`config.mk`:
```
export PLATFORM = sky130hd
export DESIGN_NAME = tls_record_size_shaper_flat
export DESIGN_NICKNAME = d
export VERILOG_FILES = /design/src/rtl/trs_pkg.sv /design/src/rtl/trs_in_if.sv /design/src/rtl/trs_out_if.sv /design/src/rtl/trs_cfg_regs.sv /design/src/rtl/trs_in_stage.sv /design/src/rtl/trs_shaper_core.sv /design/src/rtl/trs_out_stage.sv /design/src/rtl/tls_record_size_shaper.sv /design/src/flat_wrapper.sv
export VERILOG_INCLUDE_DIRS = /design/src /design/src/rtl
export SDC_FILE = /design/constraint.sdc
export NUM_CORES = 1
export LEC_CHECK = 0
export BUFFER_PORTS_ARGS = -buffer_cell sky130_fd_sc_hd__buf_4
export CORE_ASPECT_RATIO = 2
export CORE_UTILIZATION = 62
export CTS_CLUSTER_DIAMETER = 40
export DETAILED_ROUTE_END_ITERATION = 6
export PLACE_DENSITY = 0.83
export SLEW_MARGIN = 0
export SYNTH_ARGS = -nofsm -noshare
export SYNTH_HDL_FRONTEND = slang
export SYNTH_SLANG_ARGS = --single-unit
```
`constraint.sdc`:
```
create_clock -name clk -period 16.7 [get_ports clk]
set_input_delay 3.34 -clock clk [delete_from_list [all_inputs] [get_ports clk]]
set_output_delay 3.34 -clock clk [all_outputs]
set_load 0.05 [all_outputs]
```
`src/rtl/tls_record_size_shaper_defines.svh`:
```
// Shared assertion macros for the record size shaper.
`ifndef TLS_RECORD_SIZE_SHAPER_DEFINES_SVH
`define TLS_RECORD_SIZE_SHAPER_DEFINES_SVH

// Consequent checked in the same cycle as the antecedent.
`define TRS_ASSERT_NOW(lbl, clk, rst_n, ante, cons) \
  lbl: assert property (@(posedge clk) disable iff (!rst_n) (ante) |-> (cons)) \
    else $error("%m: same-cycle check failed");

// Consequent checked in the cycle after the antecedent.
`define TRS_ASSERT_NEXT(lbl, clk, rst_n, ante, cons) \
  lbl: assert property (@(posedge clk) disable iff (!rst_n) (ante) |=> (cons)) \
    else $error("%m: next-cycle check failed");

`endif

```
`src/rtl/trs_pkg.sv`:
```
`default_nettype none
package trs_pkg;

  localparam logic KIND_SEND  = 1'b0;
  localparam logic KIND_TIMER = 1'b1;

  localparam logic CFG_IDX_TLS_MODE  = 1'b0;
  localparam logic CFG_IDX_DELAYS_EN = 1'b1;

  localparam int unsigned CFG_ADDR_W = 3;
  localparam int unsigned CFG_DATA_W = 32;

  localparam logic [5:0]  PHASE1_RECORDS = 6'd40;
  localparam logic [5:0]  PHASE2_RECORDS = 6'd60;
  localparam logic [5:0]  COUNT_MAX      = 6'd63;
  localparam logic [5:0]  PAUSE_RECORDS  = 6'd1;
  localparam logic [14:0] SIZE_START     = 15'd1450;
  localparam logic [14:0] SIZE_ACCEL     = 15'd4096;
  localparam logic [14:0] SIZE_MAX_REC   = 15'd16144;
  localparam logic [14:0] NOISE_BIAS     = 15'd100;
  localparam logic [14:0] SIZE_FLOOR     = 15'd64;
  localparam logic [7:0]  NOISE_SPAN     = 8'd201;
  localparam logic [31:0] RESET_GAP_MS   = 32'd1000;
  localparam logic [31:0] BURST_GAP_MS   = 32'd30000;

  typedef struct packed {
    logic tls_mode;
    logic delays_enabled;
  } cfg_t;

  typedef struct packed {
    logic        kind;
    logic [23:0] bytes_pending;
    logic [31:0] now_ms;
    logic [7:0]  noise_draw;
  } in_item_t;

  typedef struct packed {
    logic [23:0] record_length;
    logic        with_header;
    logic [23:0] bytes_left;
    logic        delay_request;
    logic        held;
  } out_item_t;

  function automatic logic [5:0] count_up(input logic [5:0] v);
    count_up = (v == COUNT_MAX) ? COUNT_MAX : v + 6'd1;
  endfunction

endpackage
`default_nettype wire

```
`src/rtl/trs_in_if.sv`:
```
`default_nettype none
interface trs_in_if;
  logic        valid;
  logic        ready;
  logic        kind;
  logic [23:0] bytes_pending;
  logic [31:0] now_ms;
  logic [7:0]  noise_draw;

  modport source (output valid, kind, bytes_pending, now_ms, noise_draw, input ready);
  modport sink (input valid, kind, bytes_pending, now_ms, noise_draw, output ready);
endinterface
`default_nettype wire

```
`src/rtl/trs_out_if.sv`:
```
`default_nettype none
interface trs_out_if;
  logic        valid;
  logic        ready;
  logic [23:0] record_length;
  logic        with_header;
  logic [23:0] bytes_left;
  logic        delay_request;
  logic        held;

  modport source (output valid, record_length, with_header, bytes_left, delay_request, held,
                  input ready);
  modport sink (input valid, record_length, with_header, bytes_left, delay_request, held,
                output ready);
endinterface
`default_nettype wire

```
`src/rtl/trs_cfg_regs.sv`:
```
`default_nettype none
module trs_cfg_regs
  import trs_pkg::*;
(
  input  wire logic                  clk,
  input  wire logic                  rst_n,
  input  wire logic                  psel,
  input  wire logic                  penable,
  input  wire logic                  pwrite,
  input  wire logic [CFG_ADDR_W-1:0] paddr,
  input  wire logic [CFG_DATA_W-1:0] pwdata,
  output logic      [CFG_DATA_W-1:0] prdata,
  output logic                       pready,
  output cfg_t                       cfg
);

  logic tls_mode_r, tls_mode_nxt;
  logic delays_en_r, delays_en_nxt;
  logic wr_en;
  logic reg_idx;

  assign pready  = 1'b1;
  assign reg_idx = paddr[2];
  assign wr_en   = psel && penable && pwrite && pready;

  always_comb begin
    tls_mode_nxt  = tls_mode_r;
    delays_en_nxt = delays_en_r;
    if (wr_en) begin
      case (reg_idx)
        CFG_IDX_TLS_MODE:  tls_mode_nxt  = pwdata[0];
        CFG_IDX_DELAYS_EN: delays_en_nxt = pwdata[0];
        default: ;
      endcase
    end
  end

  always_ff @(posedge clk) begin
    if (!rst_n) begin
      tls_mode_r  <= 1'b1;
      delays_en_r <= 1'b0;
    end else begin
      tls_mode_r  <= tls_mode_nxt;
      delays_en_r <= delays_en_nxt;
    end
  end

  always_comb begin
    prdata = '0;
    case (reg_idx)
      CFG_IDX_TLS_MODE:  prdata[0] = tls_mode_r;
      CFG_IDX_DELAYS_EN: prdata[0] = delays_en_r;
      default: ;
    endcase
  end

  assign cfg.tls_mode       = tls_mode_r;
  assign cfg.delays_enabled = delays_en_r;

endmodule
`default_nettype wire

```
`src/rtl/trs_in_stage.sv`:
```
`default_nettype none
module trs_in_stage
  import trs_pkg::*;
(
  input  wire logic     clk,
  input  wire logic     rst_n,
  input  wire logic     in_valid,
  output logic          in_ready,
  input  wire in_item_t in_item,
  input  wire logic     take,
  output logic          item_valid,
  output in_item_t      item
);

  logic     valid_r, valid_nxt;
  in_item_t item_r;
  logic     in_fire;

  assign in_ready = !valid_r || take;
  assign in_fire  = in_valid && in_ready;

  always_comb begin
    valid_nxt = valid_r;
    if (in_fire) begin
      valid_nxt = 1'b1;
    end else if (take) begin
      valid_nxt = 1'b0;
    end
  end

  always_ff @(posedge clk) begin
    if (!rst_n) begin
      valid_r <= 1'b0;
    end else begin
      valid_r <= valid_nxt;
    end
  end

  always_ff @(posedge clk) begin
    if (in_fire) begin
      item_r <= in_item;
    end
  end

  assign item_valid = valid_r;
  assign item       = item_r;

endmodule
`default_nettype wire

```
`src/rtl/trs_shaper_core.sv`:
```
`default_nettype none
`include "tls_record_size_shaper_defines.svh"
module trs_shaper_core
  import trs_pkg::*;
(
  input  wire logic      clk,
  input  wire logic      rst_n,
  input  wire cfg_t      cfg,
  input  wire in_item_t  item,
  input  wire logic      fire,
  output out_item_t      result
);

  logic [5:0]  record_count_r, record_count_nxt;
  logic [5:0]  burst_total_r, burst_total_nxt;
  logic [31:0] last_send_r, last_send_nxt;
  logic        pause_r, pause_nxt;

  logic [31:0] gap;
  logic        idle_gap;
  logic        burst_gap;
  logic [5:0]  rc_base;
  logic [5:0]  bt_base;
  logic [5:0]  rc_up;
  logic [5:0]  bt_up;
  logic [7:0]  noise_mod;
  logic [14:0] base_size;
  logic [14:0] raw_limit;
  logic [14:0] limit;
  logic [23:0] limit_ext;
  logic [23:0] send_len;
  logic [23:0] send_left;
  logic        raise_pause;

  // Shaping path, valid when the item is a framed send with data.
  assign gap       = item.now_ms - last_send_r;
  assign idle_gap  = gap > RESET_GAP_MS;
  assign burst_gap = gap > BURST_GAP_MS;
  assign rc_base   = idle_gap ? 6'd0 : record_count_r;
  assign bt_base   = burst_gap ? 6'd0 : burst_total_r;
  assign rc_up     = count_up(rc_base);
  assign bt_up     = count_up(bt_base);

  // The draw stays below twice the span, so one subtraction reduces it.
  assign noise_mod = (item.noise_draw >= NOISE_SPAN) ? item.noise_draw - NOISE_SPAN
                                                     : item.noise_draw;

  always_comb begin
    if (rc_base < PHASE1_RECORDS) begin
      base_size = SIZE_START;
    end else if (rc_base < PHASE2_RECORDS) begin
      base_size = SIZE_ACCEL;
    end else begin
      base_size = SIZE_MAX_REC;
    end
  end

  assign raw_limit = base_size + {7'd0, noise_mod} - NOISE_BIAS;
  assign limit     = (raw_limit < SIZE_FLOOR) ? SIZE_FLOOR : raw_limit;
  assign limit_ext = {9'd0, limit};
  assign send_len  = (limit_ext < item.bytes_pending) ? limit_ext : item.bytes_pending;
  assign send_left = item.bytes_pending - send_len;

  assign raise_pause = cfg.delays_enabled && (send_left != 24'd0) &&
                       (send_left <= {9'd0, SIZE_MAX_REC}) &&
                       (bt_up < PHASE2_RECORDS) && (rc_up <= PAUSE_RECORDS);

  always_comb begin
    record_count_nxt = record_count_r;
    burst_total_nxt  = burst_total_r;
    last_send_nxt    = last_send_r;
    pause_nxt        = pause_r;
    result           = '0;
    if (item.kind == KIND_TIMER) begin
      pause_nxt         = 1'b0;
      result.bytes_left = item.bytes_pending;
    end else if (cfg.tls_mode && pause_r) begin
      result.held       = 1'b1;
      result.bytes_left = item.bytes_pending;
    end else if (item.bytes_pending == 24'd0) begin
      result = '0;
    end else if (!cfg.tls_mode) begin
      result.record_length = item.bytes_pending;
    end else begin
      result.record_length = send_len;
      result.with_header   = 1'b1;
      result.bytes_left    = send_left;
      result.delay_request = raise_pause;
      record_count_nxt     = rc_up;
      burst_total_nxt      = bt_up;
      last_send_nxt        = item.now_ms;
      pause_nxt            = raise_pause || (pause_r && !idle_gap);
    end
  end

  always_ff @(posedge clk) begin
    if (!rst_n) begin
      record_count_r <= '0;
      burst_total_r  <= '0;
      last_send_r    <= '0;
      pause_r        <= 1'b0;
    end else if (fire) begin
      record_count_r <= record_count_nxt;
      burst_total_r  <= burst_total_nxt;
      last_send_r    <= last_send_nxt;
      pause_r        <= pause_nxt;
    end
  end

  `TRS_ASSERT_NEXT(a_timer_clears_pause, clk, rst_n, fire && (item.kind == KIND_TIMER), !pause_r)
  `TRS_ASSERT_NEXT(a_request_sets_pause, clk, rst_n, fire && result.delay_request,
                   pause_r && (record_count_r <= PAUSE_RECORDS))
  `TRS_ASSERT_NOW(a_framed_len_adds_up, clk, rst_n, fire && result.with_header,
                  (result.record_length + result.bytes_left) == item.bytes_pending)
  `TRS_ASSERT_NEXT(a_counts_hold_when_idle, clk, rst_n, !fire,
                   $stable(record_count_r) && $stable(burst_total_r) && $stable(pause_r))

endmodule
`default_nettype wire

```
`src/rtl/trs_out_stage.sv`:
```
`default_nettype none
module trs_out_stage
  import trs_pkg::*;
(
  input  wire logic      clk,
  input  wire logic      rst_n,
  input  wire logic      load,
  input  wire out_item_t res_in,
  output logic           free,
  output logic           out_valid,
  input  wire logic      out_ready,
  output out_item_t      out_item
);

  logic      valid_r, valid_nxt;
  out_item_t item_r;

  assign free = !valid_r || out_ready;

  always_comb begin
    valid_nxt = valid_r;
    if (load) begin
      valid_nxt = 1'b1;
    end else if (out_ready) begin
      valid_nxt = 1'b0;
    end
  end

  always_ff @(posedge clk) begin
    if (!rst_n) begin
      valid_r <= 1'b0;
    end else begin
      valid_r <= valid_nxt;
    end
  end

  always_ff @(posedge clk) begin
    if (load) begin
      item_r <= res_in;
    end
  end

  assign out_valid = valid_r;
  assign out_item  = item_r;

endmodule
`default_nettype wire

```
`src/rtl/tls_record_size_shaper.sv`:
```
// Channel   Direction  Handshake        Word
// in_chan   input      valid / ready    kind, bytes_pending, now_ms, noise_draw
// out_chan  output     valid / ready    record_length, with_header, bytes_left,
//                                       delay_request, held
// cfg_*     input      APB write/read   tls_mode (0x0), delays_enabled (0x4)
//
// One word is accepted per cycle unless the result register stalls.
// The decision and the shaper state update happen in the same cycle between the
// input register and the result register, so each word sees the state left
// by the word before it. A stalled result register stops the input register,
// and the input side keeps taking words while the result register drains.
// Reset is synchronous and active low; no clearing pass is needed.
`default_nettype none
module tls_record_size_shaper
  import trs_pkg::*;
(
  input  wire logic                  clk,
  input  wire logic                  rst_n,
  trs_in_if.sink                     in_chan,
  trs_out_if.source                  out_chan,
  input  wire logic                  cfg_psel,
  input  wire logic                  cfg_penable,
  input  wire logic                  cfg_pwrite,
  input  wire logic [CFG_ADDR_W-1:0] cfg_paddr,
  input  wire logic [CFG_DATA_W-1:0] cfg_pwdata,
  output logic      [CFG_DATA_W-1:0] cfg_prdata,
  output logic                       cfg_pready
);

  cfg_t      cfg;
  in_item_t  in_item;
  in_item_t  s1_item;
  logic      s1_valid;
  logic      s1_take;
  logic      out_free;
  out_item_t core_res;
  out_item_t out_item;

  assign in_item.kind          = in_chan.kind;
  assign in_item.bytes_pending = in_chan.bytes_pending;
  assign in_item.now_ms        = in_chan.now_ms;
  assign in_item.noise_draw    = in_chan.noise_draw;

  assign s1_take = s1_valid && out_free;

  trs_cfg_regs u_cfg (
    .clk     (clk),
    .rst_n   (rst_n),
    .psel    (cfg_psel),
    .penable (cfg_penable),
    .pwrite  (cfg_pwrite),
    .paddr   (cfg_paddr),
    .pwdata  (cfg_pwdata),
    .prdata  (cfg_prdata),
    .pready  (cfg_pready),
    .cfg     (cfg)
  );

  trs_in_stage u_in (
    .clk        (clk),
    .rst_n      (rst_n),
    .in_valid   (in_chan.valid),
    .in_ready   (in_chan.ready),
    .in_item    (in_item),
    .take       (s1_take),
    .item_valid (s1_valid),
    .item       (s1_item)
  );

  trs_shaper_core u_core (
    .clk    (clk),
    .rst_n  (rst_n),
    .cfg    (cfg),
    .item   (s1_item),
    .fire   (s1_take),
    .result (core_res)
  );

  trs_out_stage u_out (
    .clk       (clk),
    .rst_n     (rst_n),
    .load      (s1_take),
    .res_in    (core_res),
    .free      (out_free),
    .out_valid (out_chan.valid),
    .out_ready (out_chan.ready),
    .out_item  (out_item)
  );

  assign out_chan.record_length = out_item.record_length;
  assign out_chan.with_header   = out_item.with_header;
  assign out_chan.bytes_left    = out_item.bytes_left;
  assign out_chan.delay_request = out_item.delay_request;
  assign out_chan.held          = out_item.held;

endmodule
`default_nettype wire
```
`src/flat_wrapper.sv`:
```
// flat-port wrapper written by rule: the top's interface ports become plain ports
module tls_record_size_shaper_flat import trs_pkg::*;
  (clk, rst_n, cfg_psel, cfg_penable, cfg_pwrite, cfg_paddr, cfg_pwdata, cfg_prdata, cfg_pready, in_chan_valid, in_chan_kind, in_chan_bytes_pending, in_chan_now_ms, in_chan_noise_draw, in_chan_ready, out_chan_valid, out_chan_record_length, out_chan_with_header, out_chan_bytes_left, out_chan_delay_request, out_chan_held, out_chan_ready);
  trs_in_if in_chan_i ();
  trs_out_if out_chan_i ();
  input  wire logic clk;
  input  wire logic rst_n;
  input  wire logic cfg_psel;
  input  wire logic cfg_penable;
  input  wire logic cfg_pwrite;
  input  wire logic [CFG_ADDR_W-1:0] cfg_paddr;
  input  wire logic [CFG_DATA_W-1:0] cfg_pwdata;
  output logic      [CFG_DATA_W-1:0] cfg_prdata;
  output logic cfg_pready;
  input wire logic [$bits(in_chan_i.valid)-1:0] in_chan_valid;
  input wire logic [$bits(in_chan_i.kind)-1:0] in_chan_kind;
  input wire logic [$bits(in_chan_i.bytes_pending)-1:0] in_chan_bytes_pending;
  input wire logic [$bits(in_chan_i.now_ms)-1:0] in_chan_now_ms;
  input wire logic [$bits(in_chan_i.noise_draw)-1:0] in_chan_noise_draw;
  output wire logic [$bits(in_chan_i.ready)-1:0] in_chan_ready;
  output wire logic [$bits(out_chan_i.valid)-1:0] out_chan_valid;
  output wire logic [$bits(out_chan_i.record_length)-1:0] out_chan_record_length;
  output wire logic [$bits(out_chan_i.with_header)-1:0] out_chan_with_header;
  output wire logic [$bits(out_chan_i.bytes_left)-1:0] out_chan_bytes_left;
  output wire logic [$bits(out_chan_i.delay_request)-1:0] out_chan_delay_request;
  output wire logic [$bits(out_chan_i.held)-1:0] out_chan_held;
  input wire logic [$bits(out_chan_i.ready)-1:0] out_chan_ready;
  assign in_chan_i.valid = in_chan_valid;
  assign in_chan_i.kind = in_chan_kind;
  assign in_chan_i.bytes_pending = in_chan_bytes_pending;
  assign in_chan_i.now_ms = in_chan_now_ms;
  assign in_chan_i.noise_draw = in_chan_noise_draw;
  assign in_chan_ready = in_chan_i.ready;
  assign out_chan_valid = out_chan_i.valid;
  assign out_chan_record_length = out_chan_i.record_length;
  assign out_chan_with_header = out_chan_i.with_header;
  assign out_chan_bytes_left = out_chan_i.bytes_left;
  assign out_chan_delay_request = out_chan_i.delay_request;
  assign out_chan_held = out_chan_i.held;
  assign out_chan_i.ready = out_chan_ready;
  tls_record_size_shaper u_core (.clk(clk), .rst_n(rst_n), .in_chan(in_chan_i), .out_chan(out_chan_i), .cfg_psel(cfg_psel), .cfg_penable(cfg_penable), .cfg_pwrite(cfg_pwrite), .cfg_paddr(cfg_paddr), .cfg_pwdata(cfg_pwdata), .cfg_prdata(cfg_prdata), .cfg_pready(cfg_pready));
endmodule
```
After elaboration in Yosys (flattened, before gate mapping)
Cells that the tools add are included.

Bitwise operators: 5. Reduce and logical (&&, ||, !) cells: 27. Multiplexer cells: 24. Add/sub/neg operators: 7. Order comparisons: 10. Eq/ne operators: 4.

Operator list (number): 24-bit two-way mux (4); 32-bit by 10-bit greater-than comparator with 1-bit output (second input constant) (1); 32-bit by 15-bit greater-than comparator with 1-bit output (second input constant) (1); 32-bit subtractor (1); 14-bit two-way mux (2); 26-bit two-way mux (1); 25-bit two-way mux (1); 24-bit by 14-bit less-or-equal comparator with 1-bit output (second input constant) (1); 24-bit logical NOT (1); 15-bit by 24-bit < comparator with 1-bit output (1); 6-bit two-way mux (4); 24-bit nonzero test (1); 24-bit subtractor (1); 6-bit < comparator (second input constant) (3); 15-bit by 8-bit adder with 15-bit output (1); 15-bit by 7-bit < comparator with 1-bit output (second input constant) (1); 15-bit two-way mux (1); 15-bit by 7-bit subtractor with 15-bit output (second input constant) (1); 6-bit by 1-bit adder with 6-bit output (second input constant) (2); 6-bit equality test (second input constant) (2); 1-bit logical AND (10); 1-bit two-way mux (9); 8-bit greater-or-equal comparator (second input constant) (1); 8-bit two-way mux (1); 13 further kinds (25).

Flip-flop bits (word level): 165. Input bits: 107. Logic and storage cells: 94.

Logic depth before layout (Yosys ltp)
Gate-level depths: netlist of run 1.

Word-level depth: 23. Gate-level depth with buffers: 45. Depth with buffers taken out: 45.

Modules after synthesis
From an unflattened synthesis of run 1, not the netlist that was laid out.

Cell total of the unflattened synthesis: 1283. Area, all modules: 11352.1 µm².

By module, submodules not included: trs_shaper_core (instances 1, area each 7387.1 µm², cells an instance 1110); trs_in_stage (instances 1, area each 2009.4 µm², cells an instance 70); trs_out_stage (instances 1, area each 1580.3 µm², cells an instance 55); trs_cfg_regs (instances 1, area each 369.1 µm², cells an instance 47); tls_record_size_shaper (instances 1, area each 6.3 µm², cells an instance 1).

Worst setup path after synthesis of run 1
Ideal clock, no wire load.

Path kind: flip-flop to flip-flop. From: register u_core.u_in.item_r, in the netlist u_core.u_in.item[8]. To: register u_core.u_out.item_r, in the netlist u_core.u_out.out_item[1] (data pin). Data arrival time: 9783 ps. Stages on the path, launching flop included: 46. Path buffers: 1. Slack: 6710 ps. Data required time: 16493 ps. Clock period less this slack: 9990 ps. Path through: edfxtp_1 -> inv_1 -> ha_1 -> inv_1 -> fa_1 -> a211oi_1 -> o21ai_1 -> a211oi_2 -> o21ai_1 -> a211oi_1 -> xnor2_1 -> or3_1 -> nor4_2 -> ha_1 -> inv_1 -> ha_1 -> a21o_1 -> a21oi_1 -> (+10 left out) -> a21o_1 -> a21o_1 -> a21o_1 -> o21ai_1 -> clkbuf_1 -> nor2_1 -> a21oi_1 -> ha_1 -> nor2b_1 -> o31a_1 -> nor4_1 -> o211ai_1 -> and2_1 -> a311oi_1 -> xor2_1 -> nor2_1 -> nand4_1 -> a2111oi_0.

Word-level cells in the longest chain between the ends: 18.

RTL lines: from (decl) (line trs_in_stage.sv:16) `in_item_t item_r;`; from (signal assigned) (line trs_in_stage.sv:41) `item_r <= in_item;`; 32-bit subtractor (*) (line trs_shaper_core.sv:36) `assign gap = item.now_ms - last_send_r;`; branches (longest 16 deep; another with 32-bit by 10-bit greater-than comparator with 1-bit output); 1-bit logical AND (*) (line trs_shaper_core.sv:66) `(bt_up < PHASE2_RECORDS) && (rc_up <= PAUSE_RECORDS);`; to (signal assigned) (line trs_out_stage.sv:39) `item_r <= res_in;`; to (decl) (line trs_out_stage.sv:16) `out_item_t item_r;`.

Every way passes the cells marked *. A chain may end at the register's enable or synchronous reset.

Final worst setup path of run 1
Same ends and word-level chain as after synthesis.

==> results.ini, run 1 <==
[placed_design]
place_area_sq_mm = 0.0124
gp_congestion = 0.979
dp_cells = 1574
port_buffers = 127
dp_hpwl_um = 23500

[timing]
slew_violations = 0
rsz0062_at_grt = no
max-slew-margin-rel_pct = 32.9
hold_violations = 0
final.period_utilization_pct = 73.7
layout_min_cycle_time_ns = 12.31
fin_skew_ns = 0.00983
clock.fmax_mhz = 81.3
final.setup.tns_ns = 0
finalSetupViolations = 0
tightest_slew_ns = 0.999

[finish]
final_cell_area_sq_mm = 0.0131
finalNonFillerCells = 1606
drive_above_1_share_pct = 14.2
n_fill_cell = 1408
antenna_cells = 0
areaGrowthSynthToFinish_pct = 13.2
nets = 1562

[setup_path]
cp_max_fo = 16
worst_ep_arrival_time_ns = 12.53
critPathSlowestCell = nor4_2
endpoint_kind = register
cp_common_cell = a21o_1
critical_path.max_stage_delay_ns = 0.89
critPathKind = register to register
crit_path_start_kind = register
worstPathRequired_ns = 16.92

[clocking]
cts_resized = 0
cts-root-buf = clkbuf_16
ctsHoldBuffers = 0
clk_pin_slew_worst_paths_ns = 0.06
cts_setup_buffers = 0
clock_path_buffers = 2
cts_tree = built
h-tree-depth = 4
numCtsBuffers = 17
cts.sinks = 165
worst_skew_pair.late_latency_ns = 0.45

[logic_synthesis]
synth_area_leaders = edfxtp_1 (30%), dfxtp_1 (8.5%), ha_1 (8.1%)
yosysUniqueCellTypes = 84
synthAdderAreaFrac_pct = 8.65
synth_top_cell_by_area = edfxtp_1
async_flop_share_pct = 0
ys_seq_area_share_pct = 38.7
yosys_register_bits = 165
synth_ff_type = edfxtp_1
yosysTopAreaCellShare_pct = 30.2
synth_area_sq_mm = 0.0115
synth_edf_count = 116
synth_top_family_by_area = compound AO/OA/AOI/OAI gates
synth_compound_area_share_pct = 22.7
synthCells = 1285
ys_warn_count = 0
synth_mux_area_share_pct = 1.33
yosys.area_share.simple_pct = 19.5
synth-xor-area-share_pct = 2.66
synth_area_per_cell_sq_um = 8.98

[die]
die_w_um = 98.5
start_util_pct = 63.3
coreArea_sq_mm = 0.0182
die_area_sq_mm = 0.0192
ios = 193
die_h_um = 195
rows = 70

[power_and_ir_drop]
vdd_drop_max_v = 0.0000857
leakagePower_uw = 0.00513
p_per_area_mw_per_mm2 = 93.7
finalPower_uw = 1220

[detailed_routing]
viasPerCell = 6.42
wl_per_cell_um = 19.8
ant_nets = 0
drtIter0Drc = 654
via_count = 10315
drtPass1Iterations = 7
post-route-drc-count = 3
routed_wl_um = 31800

[run_status]
status = finished, violations left
violations = design-rule violations

[min_path]
min_path_type = register to register

[job]
maxCapViolCount = 0

[global_route]
grt-ovfl-total = 0
grt_pass1_wl_um = 49800
track_usage_pct = 33.3
grt_pass1_vias = 10355
grt_max_degree = 66
antenna_found_initial = 0

[cell usage after synthesis, types with 5 or more instances]
| cell type | count |
|---|---|
| nand3_1 | 25 |
| o2111ai_1 | 5 |
| or4_1 | 7 |
| buf_2 | 19 |
| ha_1 | 75 |
| a21o_1 | 29 |
| a21oi_1 | 78 |
| edfxtp_1 | 116 |
| nand2_1 | 152 |
| nor3b_1 | 5 |
| o21bai_1 | 9 |
| o21a_1 | 17 |
| o31ai_1 | 5 |
| xor2_1 | 12 |
| buf_4 | 32 |
| or3_1 | 11 |
| nor2b_1 | 17 |
| nor4_1 | 15 |
| xnor2_1 | 23 |
| inv_1 | 70 |
| nand2b_1 | 12 |
| nand4_1 | 24 |
| a211o_1 | 6 |
| o221ai_1 | 5 |
| or2_2 | 5 |
| a22o_1 | 5 |
| o211ai_1 | 18 |
| clkbuf_1 | 34 |
| nor2_1 | 80 |
| a31oi_1 | 8 |
| o21ai_0 | 67 |
| a211oi_1 | 21 |
| nor3_1 | 37 |
| o21ai_1 | 12 |
| nand4b_1 | 6 |
| o22ai_1 | 14 |
| dfxtp_1 | 49 |
| mux2i_1 | 12 |
| a21boi_0 | 38 |
| and3_1 | 20 |
| and2_1 | 16 |
[report_power, final]
part,leakage [uW],switching [uW],internal [uW]
registers,0.00152,14.0,463
logic,0.00330,214,114
clock network,0.000305,178,240
total,0.00513,406,817
[worst max-delay path: cells and delay by family (launching register included)]
kind / cells / cell delay, ns
compound gates: 20 / 5.60
xor+xnor: 3 / 0.72
fa+ha+maj: 6 / 1.84
buf+inv: 4 / 0.53
flops: 1 / 0.40
simple gates: 12 / 3.00
[area by class of cell]
cell class | instances | area, sq um | area share [%]
Multi-Input combinational cell | 991 | 6450 | 49.4
Sequential cell | 165 | 4460 | 34.2
Timing Repair Buffer | 132 | 991 | 7.59
Clock buffer | 18 | 429 | 3.29
Tap cell | 216 | 270 | 2.07
Inverter | 70 | 263 | 2.01
Clock inverter | 14 | 193 | 1.48
[layer usage]
layer | up-vias | wire length [um] | global-route usage [%] | part of all wire, %
met2 | 424 | 17800 | 65.1 | 56
met1 | 4862 | 10400 | 30.2 | 33
met5 | - | 0 | 0 | 0
met3 | 152 | 1400 | 4.82 | 4.4
met4 | 0 | 2160 | 24.2 | 6.8
li1 | 4877 | - | - | -
[metrics by stage]
stage / hold slack, ns / utilization (%) / setup slack, ns
2_1_floorplan: 0.443 / - / 6.71
3_3_place_gp: 0.450 / 68.3 / 4.95
3_5_place_dp: 0.458 / 68.3 / 4.72
4_1_cts: 0.466 / 71.7 / 4.65
5_1_grt: 0.486 / 71.7 / 3.65
6_report: 0.463 / 71.7 / 4.39
[placed cells by master, fill, tap and decap left out, types with 38 or more instances in the layout]
master and instances:
nand2_1 151, buf_4 132, edfxtp_1 116, nor2_1 80
a21oi_1 78, ha_1 75, inv_1 70, o21ai_0 67
dfxtp_1 49, a21boi_0 38
[final timing paths]
check                                                   from                                         end  slack [ns]  cells after the start
setup / recovery               u_core.u_in.item[8]$_DFFE_PP_      u_core.u_out.out_item[1]$_SDFFCE_PP0P_        4.39                     45
hold / removal    u_core.u_core.last_send_r[17]$_SDFFE_PN0P_  u_core.u_core.last_send_r[17]$_SDFFE_PN0P_        0.46                      2
setup reg to reg               u_core.u_in.item[8]$_DFFE_PP_      u_core.u_out.out_item[1]$_SDFFCE_PP0P_        4.39                     45
hold reg to reg   u_core.u_core.last_send_r[17]$_SDFFE_PN0P_  u_core.u_core.last_send_r[17]$_SDFFE_PN0P_        0.46                      2
[cell families (layout without fill, tap and decap cells)]
logic type | Yosys count | in the layout
AO/OA/AOI/OAI | 382 | 382
AND/OR/NAND/NOR | 449 | 449
multiplexers | 15 | 15
flip-flops | 165 | 165
adder cells (fa/ha/maj) | 78 | 78
other | 2 | 32
buffers and inverters | 159 | 234
XOR/XNOR | 35 | 35
[state kept, by name (all words and copies together), names as in the netlist]
| name | cells |
|---|---|
| u_core.u_core.burst_total_r | 6 |
| u_core.u_in.item | 65 |
| u_core.u_out.out_item | 51 |
| u_core.u_core.pause_r | 1 |
| u_core.u_cfg.tls_mode_r | 1 |
| u_core.u_core.last_send_r | 32 |
| u_core.u_cfg.delays_en_r | 1 |
| u_core.u_in.item_valid | 1 |
| u_core.u_out.out_valid | 1 |
| u_core.u_core.record_count_r | 6 |
Power figures use the tool's default switching activity.
==> inputs of run 2 (changes only) <==
- CORE_UTILIZATION: 62 -> 52
- PLACE_DENSITY: 0.83 -> 0.74
- clock period: 16.7 -> 9.93 ns (I/O delays scaled with it)
==> results.ini, run 2 (synthesized netlist as in run 1, its figures left out) <==
[run_status]
status = completed

[min_path]
min_to = u_core.u_core.last_send_r[26]$_SDFFE_PN0P_
min_path_type = register to register
whs_path_depth = 2
min_from = u_core.u_core.last_send_r[26]$_SDFFE_PN0P_

[finish]
multi_input_area_sq_mm = 0.00661
seq_area_sq_mm = 0.00446
drive_above_1_share_pct = 20.8
n_fill_cell = 1881
final_common_cell = buf_4
largest_register_ffs = 65
areaGrowthSynthToFinish_pct = 19.8
nets = 1640
final_cell_mix = buf_4 (208), nand2_1 (151), edfxtp_1 (116)
antenna_cells = 0

[detailed_routing]
viasPerCell = 6.01
post-route-drc-count = 0
drtIter0Drc = 496
via_count = 10461
routed_wl_um = 32500
drtPass1Iterations = 5
wl_per_cell_um = 18.7
ant_nets = 0

[placed_design]
pre_cts_ws_ns = 0.0506
gp_congestion = 0.978
port_buffers = 127
dp_hpwl_um = 24700

[power_and_ir_drop]
p_per_area_mw_per_mm2 = 150
combPwrFrac_pct = 30.5
cellInternalPower_uw = 1370
vdd_drop_max_v = 0.000136
p_switching_uw = 696
clkPwrFrac_pct = 30.6
leakagePower_uw = 0.00552
swShare_pct = 33.6
p_seq_share_pct = 38.9

[clocking]
cts.sinks = 165
worst_skew_pair.late_latency_ns = 0.45
h-tree-depth = 4
clock_path_buffers = 2
numCtsBuffers = 17
cts_tree = built
clk_pin_slew_worst_paths_ns = 0.07
cts-root-buf = clkbuf_16

[setup_path]
rrSetupSlack_ns = 0.46
endpoint_kind = register
cp_common_cell = a21o_1
crit_path_start_kind = register
reg2regPathDepth = 44
cp_max_fo = 18
reg2reg_from = u_core.u_in.item[12]$_DFFE_PP_
worstPathRequired_ns = 10.19
critPathKind = register to register
worst_ep_arrival_time_ns = 9.73
critPathSlowestCell = edfxtp_1
critical_path.max_stage_delay_ns = 0.41
worst_r2r_endpoint = u_core.u_out.out_item[1]$_SDFFCE_PP0P_

[timing]
tightest_slew_ns = 0.944
layout_min_cycle_time_ns = 9.47
final.setup.tns_ns = 0
slew_violations = 0
clock.fmax_mhz = 106
finalSetupViolations = 0
fin_ws_ns = 0.462
max-slew-margin-rel_pct = 36.8
hold_violations = 0
fin_skew_ns = 0.00903
final.period_utilization_pct = 95.3

[global_route]
grt_pass1_vias = 10185
grt_pass1_wl_um = 50200
antenna_found_initial = 0
grt-ovfl-total = 0
grt_max_degree = 66
track_usage_pct = 28.9

[die]
coreArea_sq_mm = 0.0217
die_h_um = 213
start_util_pct = 53.2
die_area_sq_mm = 0.0228
ios = 193
die_w_um = 107
rows = 76

[job]
maxCapViolCount = 0

-- run 2: per-layer routing --
| metal | GRT usage (%) | up-vias | part of all wire [%] |
|---|---|---|---|
| met1 | 26.9 | 4977 | 34 |
| li1 | - | 5039 | - |
| met4 | 18.8 | 0 | 6.6 |
| met5 | 0 | - | 0 |
| met2 | 56.5 | 328 | 56 |
| met3 | 4.58 | 117 | 3.4 |
-- run 2: layout make-up --
cell class	count	share of cell area, %
inverters	70	1.90
multi-input cells	991	47.8
well taps	273	2.47
clock inverters	14	0.896
flip-flops and latches	165	32.3
repair buffers	210	11.5
clock buffers	18	3.11
-- run 2: how the worst max path moves through the flow --
stage | start | endpoint
floorplan | u_core.u_in.item[8]$_DFFE_PP_ | u_core.u_out.out_item[1]$_SDFFCE_PP0P_
global placement | u_core.u_in.item[24]$_DFFE_PP_ | u_core.u_out.out_item[1]$_SDFFCE_PP0P_
detailed placement | u_core.u_in.item[9]$_DFFE_PP_ | u_core.u_out.out_item[1]$_SDFFCE_PP0P_
CTS | u_core.u_in.item[24]$_DFFE_PP_ | u_core.u_out.out_item[1]$_SDFFCE_PP0P_
global route | u_core.u_in.item[8]$_DFFE_PP_ | u_core.u_out.out_item[1]$_SDFFCE_PP0P_
finish | u_core.u_in.item[12]$_DFFE_PP_ | u_core.u_out.out_item[1]$_SDFFCE_PP0P_
-- run 2: metrics by stage --
step,instance area [sq um],total power (uW),utilization (%),hold slack (ns),std cells
3_5_place_dp,13100,1420,60.2,0.457,1703
6_report,13800,2070,63.7,0.465,1741
4_1_cts,13600,2050,62.8,0.466,1735
2_1_floorplan,11700,1220,-,0.443,1315
3_3_place_gp,13100,1410,60.2,0.450,1703
5_1_grt,13800,2160,63.7,0.483,1741
-- run 2: worst max-delay path, delay by kind of cell (launching register included) --
kind                     cells  cell delay (ns)
AO/OA/AOI/OAI               17             3.37
adder cells (fa/ha/maj)      5             1.45
XOR/XNOR                     2             0.42
multiplexers                 3             0.67
buffers and inverters        5             0.76
AND/OR/NAND/NOR             12             2.19
flip-flops                   1             0.41
-- run 2: what timing repair did --
item / in CTS / in global routing
gates resized for setup: 3 / 40
hold buffers: 0 / 0
pin swaps: 1 / 20
buffers inserted: 0 / 6
setup endpoints to repair: 1 / 13
-- run 2: power by group through the flow --
stage	Clock (uW)	Sequential [uW]	Combinational [uW]
finish	634	804	631
CTS	643	804	605
detailed placement	0	818	598
floorplan	0	854	365
global route	669	807	681
global placement	0	818	592
